`src/sv/pip_pkg.sv`:
```
// Shared types for the point-in-polygon test block.
`default_nettype none

package pip_pkg;

   // Qualifies one vertex read as it leaves the vertex memory.
   typedef struct packed {
      logic valid;     // read data holds a vertex of the walk
      logic has_prev;  // an earlier vertex is held, so this read closes an edge
   } edge_ctl_type;

   // Status that the edge pipeline reports back to the sequencer.
   typedef struct packed {
      logic busy;        // some edge is still in flight
      logic flip_valid;  // an edge result is presented this cycle
      logic flip;        // that edge toggles the inside flag
   } edge_stat_type;

endpackage : pip_pkg

`default_nettype wire

```
`src/sv/pip_edge_unit.sv`:
```
// Edge pipeline: differences, cross products, then the crossing decision.
`default_nettype none

module pip_edge_unit #(
   parameter int CW = 16
) (
   input  wire logic                    clock,
   input  wire logic                    reset,
   input  wire logic signed [CW-1:0]    qx,
   input  wire logic signed [CW-1:0]    qy,
   input  wire logic        [2*CW-1:0]  rd_data,
   input  wire pip_pkg::edge_ctl_type   ctl,
   output      pip_pkg::edge_stat_type  stat
);

   import pip_pkg::*;

   logic signed [CW-1:0]     xi, yi;
   logic signed [CW-1:0]     xj_ff, yj_ff;
   logic                     straddle_in;

   // Difference stage.
   logic                     d_valid_ff;
   logic                     d_straddle_ff;
   logic signed [CW:0]       d_a_ff, d_dy_ff, d_b_ff, d_c_ff;

   // Product stage.
   logic                     m_valid_ff;
   logic                     m_straddle_ff;
   logic                     m_dy_neg_ff;
   logic signed [2*CW+1:0]   m_p1_ff, m_p2_ff;

   // Decision stage.
   logic                     f_valid_ff;
   logic                     f_flip_ff;
   logic                     flip_in;

   assign xi = rd_data[CW-1:0];
   assign yi = rd_data[2*CW-1:CW];

   // The edge straddles the query when exactly one end lies at or above its y.
   assign straddle_in = (yi >= qy) != (yj_ff >= qy);

   always_ff @(posedge clock) begin
      if (ctl.valid) begin
         xj_ff <= xi;
         yj_ff <= yi;
      end
      d_straddle_ff <= straddle_in;
      d_a_ff  <= {qx[CW-1], qx} - {xi[CW-1], xi};
      d_dy_ff <= {yj_ff[CW-1], yj_ff} - {yi[CW-1], yi};
      d_b_ff  <= {xj_ff[CW-1], xj_ff} - {xi[CW-1], xi};
      d_c_ff  <= {qy[CW-1], qy} - {yi[CW-1], yi};
      m_straddle_ff <= d_straddle_ff;
      m_dy_neg_ff   <= d_dy_ff[CW];
      m_p1_ff <= d_a_ff * d_dy_ff;
      m_p2_ff <= d_b_ff * d_c_ff;
      f_flip_ff <= flip_in;
   end

   // A straddling edge never has a zero y difference, so the sign picks the
   // direction of the comparison.
   assign flip_in = m_straddle_ff &&
                    (m_dy_neg_ff ? (m_p1_ff >= m_p2_ff) : (m_p1_ff <= m_p2_ff));

   always_ff @(posedge clock) begin
      if (reset) begin
         d_valid_ff <= 1'b0;
         m_valid_ff <= 1'b0;
         f_valid_ff <= 1'b0;
      end else begin
         d_valid_ff <= ctl.valid && ctl.has_prev;
         m_valid_ff <= d_valid_ff;
         f_valid_ff <= m_valid_ff;
      end
   end

   assign stat.busy       = d_valid_ff || m_valid_ff || f_valid_ff;
   assign stat.flip_valid = f_valid_ff;
   assign stat.flip       = f_flip_ff;

endmodule : pip_edge_unit

`default_nettype wire

```
`config.mk`:
```
export PLATFORM = sky130hd
export DESIGN_NAME = pip_edge_unit
export DESIGN_NICKNAME = d
export VERILOG_FILES = /design/src/sv/pip_pkg.sv /design/src/sv/pip_edge_unit.sv
export SDC_FILE = /design/constraint.sdc
export NUM_CORES = 2
export LEC_CHECK = 0
export BUFFER_PORTS_ARGS = -buffer_cell sky130_fd_sc_hd__buf_2
export CAP_MARGIN = 20
export CORE_MARGIN = 5
export CORE_UTILIZATION = 60
export DETAILED_ROUTE_END_ITERATION = 12
export GPL_TIMING_DRIVEN = 0
export PLACE_DENSITY = 0.8
export SYNTH_ARGS = -nofsm -noshare
export SYNTH_HDL_FRONTEND = slang
export SYNTH_SLANG_ARGS = --single-unit
```
`constraint.sdc`:
```
create_clock -name clock -period 8.4 [get_ports clock]
set_input_delay 1.26 -clock clock [delete_from_list [all_inputs] [get_ports clock]]
set_output_delay 1.26 -clock clock [all_outputs]
set_load 0.05 [all_outputs]
```
# [After elaboration in Yosys (flattened, before gate mapping)]
# Cells that the tools add are included.
[totals] word_cells=31 in_bits=68 ff_bits=175
[op_classes] order_cmp=4 n_reduce_logical=4 multipliers=2 addsub=4 muxes=1 n_eq_ne=1
[op_table] operator="17-bit by 17-bit multiplier with 34-bit output" n=2
[op_table] operator="16-bit by 16-bit subtractor with 17-bit output" n=4
[op_table] operator="34-bit >= comparator" n=1
[op_table] operator="34-bit less-or-equal comparator" n=1
[op_table] operator="16-bit >= comparator" n=2
[op_table] operator="1-bit logical AND" n=2
[op_table] operator="1-bit logical OR" n=2
[op_table] operator="1-bit 2-to-1 mux" n=1
[op_table] operator="1-bit inequality test" n=1

# [Longest topological paths before layout]
[logic_depth] ltp_word=3 mapped_depth=26 ltp_nobuf=24

# [Least setup slack after synthesis]
# No wires, ideal clock.
[synth_path] kind="register -> register" from="register d_a_ff[16]" to="register m_p1_ff[33]" setup_ps=121 path_slack_ps=2212 path_stages_with_launch=24 path_buffers=2 t_arrival_ps=6067 period_less_slack_ps=6188 cell_sequence="dfxtp_1 clkbuf_1 nand2_1 inv_1 fa_1 fa_1 fa_1 fa_1 fa_1 inv_1 fa_1 inv_1 ha_1 clkbuf_1 o21a_1 o21ai_0 a21oi_1 and2_1 a22oi_1 o31ai_1 nor3_2 o21bai_1 a21oi_1 xnor2_1"
[synth_via] elab_chain_cells=1
[synth_lines] element="from (decl)" line_no="pip_edge_unit.sv:25" text="logic signed [CW:0] d_a_ff, d_dy_ff, d_b_ff, d_c_ff;"
[synth_lines] element="from (signal assigned)" line_no="pip_edge_unit.sv:50" text="d_a_ff <= {qx[CW-1], qx} - {xi[CW-1], xi};"
[synth_lines] element="17-bit by 17-bit multiplier with 34-bit output" line_no="pip_edge_unit.sv:56" text="m_p1_ff <= d_a_ff * d_dy_ff;"
[synth_lines] element="to (signal assigned)" line_no="pip_edge_unit.sv:56"
[synth_lines] element="to (decl)" line_no="pip_edge_unit.sv:31" text="logic signed [2*CW+1:0] m_p1_ff, m_p2_ff;"
# No other way between the ends.
# A chain may end at the register's enable or synchronous reset.

# [Final worst setup path]
[layout_path] from="register d_dy_ff[8]" to="register m_p1_ff[33]"
[layout_via] elab_chain_cells=1
[layout_lines] element="from (decl)" line_no="pip_edge_unit.sv:25"
[layout_lines] element="from (signal assigned)" line_no="pip_edge_unit.sv:51" text="d_dy_ff <= {yj_ff[CW-1], yj_ff} - {yi[CW-1], yi};"
[layout_lines] element="17-bit by 17-bit multiplier with 34-bit output" line_no="pip_edge_unit.sv:56"
# No other way between the ends.

==> metrics.csv <==
stage,metric,value,unit
timing,crit path time final,7.42,ns
setup_path,reg2reg setup slack,0.98,ns
cells_and_area,"leading cell types in the layout, fill and taps excluded","sky130_fd_sc_hd__inv_1, sky130_fd_sc_hd__fa_1, sky130_fd_sc_hd__and2_1, sky130_fd_sc_hd__nand2_1, sky130_fd_sc_hd__ha_1",
placement,Detail Placement HPWL,63.1,mm
setup_path,r2r startpoint,d_dy_ff[8],
global_routing,first-pass GRT wire length,121,mm
clock_network,insertion delay of the later-clocked pin in the worst-skew pair,0.45,ns
yosys,prevailing post-synth register cell,sky130_fd_sc_hd__dfxtp_1,
floorplanning,Core Region,48800,sq um
setup_path,r2r worst-path depth,23,
clock_network,hold buffers post-CTS,0,
yosys,fraction of synthesis flops using an asynchronous set or reset pin,0,%
cells_and_area,ratio of cells with drive above 1 in the final layout,4.08,%
timing,clk_skew,0.0105,ns
clock_network,Num CTS Buffers,17,
routing,detailed-route wire length per cell,18.8,um
timing,count of final hold-check violations,0,
cells_and_area,Final Net Count,4143,
worst_hold_path,startpoint of the lowest-slack hold path,d_straddle_ff,
global_routing,overall global routing resource usage,28.7,%
routing,DRC viols,0,
floorplanning,effective utilization at floorplan,60.5,%
cells_and_area,"commonest non-fill, non-tap cell in the layout",sky130_fd_sc_hd__inv_1,
yosys,post-synthesis average cell area,9.52,sq um
global_routing,global route overflow,0,
yosys,synthesized area,29600,sq um
clock_network,number of levels in the clock H-tree,4,
worst_hold_path,path class of the lowest-slack min-delay path,reg -> reg,
routing,Iter 0 DRT Violations,1132,
routing,Vias per Instance,5.51,
global_routing,vias in the first global route,23700,
routing,vias after detailed routing,21300,
clock_network,largest buffer count on any clock path,2,
setup_path,critical path startpoint category,register,
yosys,number of synthesized flops with an enable pin,32,
placement,routability congestion estimate from global placement,0.950,
yosys,yosys synthesis warning count,0,
setup_path,Crit Reg-Reg Endpoint,m_p1_ff[33],
timing,number of pins exceeding their max-slew limit in the final report,0,
timing,total negative slack for setup checks,0,ns
yosys,fraction of the mapped netlist area in adder cells,52.4,%
setup_path,data required time of the critical path,8.73,ns
clock_network,post-CTS repair timing setup buffer count,0,
run,max_cap viols,0,
clock_network,number of gates given a new drive strength after cts,0,
clock_network,clock tree root driver cell,sky130_fd_sc_hd__clkbuf_16,
clock_network,TritonCTS Sinks,175,
yosys,"synthesized-area fraction occupied by ao, oa, aoi and oai cells",6.83,%
placement,PortBufs,70,
timing,# setup viols final,0,
yosys,Syn Inst Count,3105,
routing,post-route antenna net violation count,0,
timing,Worst slew margin,40.2,%
yosys,number of flip-flops and latches in the synthesized netlist,175,
yosys,total nets after synthesis,4054,
setup_path,worst endpoint data arrival time,7.75,ns
worst_hold_path,Worst Hold Path EP,m_straddle_ff,
yosys,number of distinct library cells after synthesis,68,
clock_network,clock transition at the register clock pins on the worst setup and hold paths after CTS,0.07,ns
cells_and_area,utilization after layout,64.1,%
timing,fraction of the cycle the final worst path needs,88.3,%
worst_hold_path,number of cells on the worst hold path,0,
floorplanning,die outline width,232,um
floorplanning,number of standard-cell rows in the floorplan,81,
routing,number of iterations in the first detailed-routing pass,8,
yosys,post-synthesis share of cell area spent on xor and xnor gates,3.23,%
cells_and_area,area grow syn2layout,5.97,%
routing,total detailed-routing wirelength,72.7,mm
timing,pin slew with the least headroom to its limit,0.896,ns
timing,setup repair after global routing missed its margin,no,
yosys,multiplexer share of the synthesized area,0.0381,%
yosys,largest family of logic cells by synthesized area,adder cells,
floorplanning,full die area,53800,sq um
setup_path,largest fanout on the critical path,10,
yosys,"Seq/Total Area, Yosys",12.9,%
setup_path,type of the setup path with the least slack,reg -> reg,
floorplanning,Die Ht,232,um
floorplanning,# IOs,71,
clock_network,TritonCTS clock tree,done,
outcome,result of the run,"complete, no violations",
global_routing,largest net degree at the start of global routing,34,
global_routing,number of antenna violations at the first check in global routing,14,
yosys,Simple-Gate Fraction of Synth Area,14.6,%
timing,maximum achievable frequency,0.135,GHz
setup_path,CP Capture Type,register,
## metal layers
layer,global-route usage (%),vias up,part of all wire (%)
met5,0,-,0.13
met4,10.2,14,3.8
li1,-,9616,-
met2,46.8,720,47
met3,6.85,185,8.0
met1,37.8,10800,41
## cells in the mapped netlist (3+ instances only)
cell type	instances	share of area, %
sky130_fd_sc_hd__o41a_1	5	0.19
sky130_fd_sc_hd__edfxtp_1	32	3.3
sky130_fd_sc_hd__o21ai_0	45	0.76
sky130_fd_sc_hd__inv_1	707	9.0
sky130_fd_sc_hd__nor2_1	120	1.5
sky130_fd_sc_hd__dfxtp_1	143	9.7
sky130_fd_sc_hd__ha_1	285	12
sky130_fd_sc_hd__or3_1	5	0.11
sky130_fd_sc_hd__xnor2_1	81	2.4
sky130_fd_sc_hd__o21ai_1	21	0.36
sky130_fd_sc_hd__a21boi_0	3	0.076
sky130_fd_sc_hd__o31ai_1	4	0.10
sky130_fd_sc_hd__nand4_1	19	0.40
sky130_fd_sc_hd__a21o_1	40	1.0
sky130_fd_sc_hd__o21a_1	29	0.74
sky130_fd_sc_hd__a21boi_1	7	0.18
sky130_fd_sc_hd__nor2b_1	23	0.49
sky130_fd_sc_hd__a41o_1	8	0.27
sky130_fd_sc_hd__o22ai_1	4	0.085
sky130_fd_sc_hd__or2_2	5	0.11
sky130_fd_sc_hd__a31oi_1	3	0.063
sky130_fd_sc_hd__and3_1	11	0.23
sky130_fd_sc_hd__fa_1	596	40
sky130_fd_sc_hd__o21bai_1	8	0.20
sky130_fd_sc_hd__nand2b_1	26	0.55
sky130_fd_sc_hd__and2_1	299	6.3
sky130_fd_sc_hd__xor2_1	28	0.83
sky130_fd_sc_hd__o211ai_1	6	0.15
sky130_fd_sc_hd__nand3_1	15	0.25
sky130_fd_sc_hd__clkbuf_1	75	0.95
sky130_fd_sc_hd__o2111ai_1	3	0.089
sky130_fd_sc_hd__a21oi_1	72	1.2
sky130_fd_sc_hd__nor3_1	29	0.49
sky130_fd_sc_hd__a31o_2	5	0.15
sky130_fd_sc_hd__nand2_1	289	3.7
sky130_fd_sc_hd__a21oi_2	4	0.12
sky130_fd_sc_hd__a211oi_1	10	0.25
## per-stage QoR
| stage | instances | hold slack [ns] | worst slack (ns) | instance area [sq um] |
|---|---|---|---|---|
| after CTS | 3871 | 0.332 | 1.07 | 31300 |
| final | 3875 | 0.327 | 0.982 | 31300 |
| after floorplan | 3105 | 0.310 | 2.21 | 29600 |
| after detailed placement | 3839 | 0.318 | 1.07 | 30700 |
| after global placement | 3839 | 0.319 | 1.24 | 30700 |
| after global routing | 3871 | 0.337 | 0.650 | 31300 |
## logic make-up after synthesis
kind of cell / after synthesis
buffers and inverters: 784
adders and majority gates: 881
muxes: 1
DFF: 175
AOI/OAI and AO/OA: 301
xor gates and xnor gates: 109
and+or+nand+nor: 854
## registers in the layout, indices dropped and copies added, names as in the netlist
register	count
d_a_ff	17
d_b_ff	17
d_c_ff	17
d_dy_ff	17
d_straddle_ff	1
d_valid_ff	1
f_flip_ff	1
f_valid_ff	1
m_dy_neg_ff	1
m_p1_ff	34
m_p2_ff	34
m_straddle_ff	1
m_valid_ff	1
xj_ff	16
yj_ff	16
## layout make-up
class | instances | area [sq um]
multi-input cells | 2146 | 22800
fillers | 4075 | 17500
flip-flops and latches | 175 | 3820
inverters | 707 | 2650
well taps | 664 | 831
clock buffers | 19 | 475
repair buffers | 70 | 350
plain buffers | 77 | 297
clock inverters | 13 | 97.6
diodes | 4 | 10.0
## critical path: stages (launching register included)
cell,delay (ns)
sky130_fd_sc_hd__dfxtp_1,0.31
sky130_fd_sc_hd__clkbuf_1,0.55
sky130_fd_sc_hd__clkbuf_1,0.51
sky130_fd_sc_hd__nand2_1,0.16
sky130_fd_sc_hd__fa_1,0.57
sky130_fd_sc_hd__inv_1,0.06
sky130_fd_sc_hd__fa_1,0.49
sky130_fd_sc_hd__fa_1,0.60
sky130_fd_sc_hd__fa_1,0.44
sky130_fd_sc_hd__fa_1,0.50
sky130_fd_sc_hd__inv_1,0.05
sky130_fd_sc_hd__fa_1,0.47
sky130_fd_sc_hd__inv_1,0.04
sky130_fd_sc_hd__ha_1,0.35
sky130_fd_sc_hd__o21ai_0,0.13
sky130_fd_sc_hd__o21ai_0,0.32
sky130_fd_sc_hd__o22ai_1,0.17
sky130_fd_sc_hd__o21ba_2,0.36
sky130_fd_sc_hd__a22oi_1,0.18
sky130_fd_sc_hd__o31ai_1,0.53
sky130_fd_sc_hd__nor3_2,0.09
sky130_fd_sc_hd__o21bai_1,0.18
sky130_fd_sc_hd__a21oi_1,0.10
sky130_fd_sc_hd__xnor2_1,0.13
## worst max path at each step
stage	from	end	slack [ns]	cells past startpoint
4_1_cts	d_dy_ff[2]	m_p1_ff[33]	1.07	23
2_1_floorplan	d_a_ff[16]	m_p1_ff[33]	2.21	23
6_report	d_dy_ff[8]	m_p1_ff[33]	0.98	23
3_3_place_gp	d_dy_ff[3]	m_p1_ff[33]	1.24	23
5_1_grt	d_dy_ff[2]	m_p1_ff[33]	0.65	23
3_5_place_dp	d_dy_ff[2]	m_p1_ff[33]	1.07	23
Power is left out: the tool's default activity adds up to more than one toggle a clock period on the data nets, which glitch-free logic cannot reach.
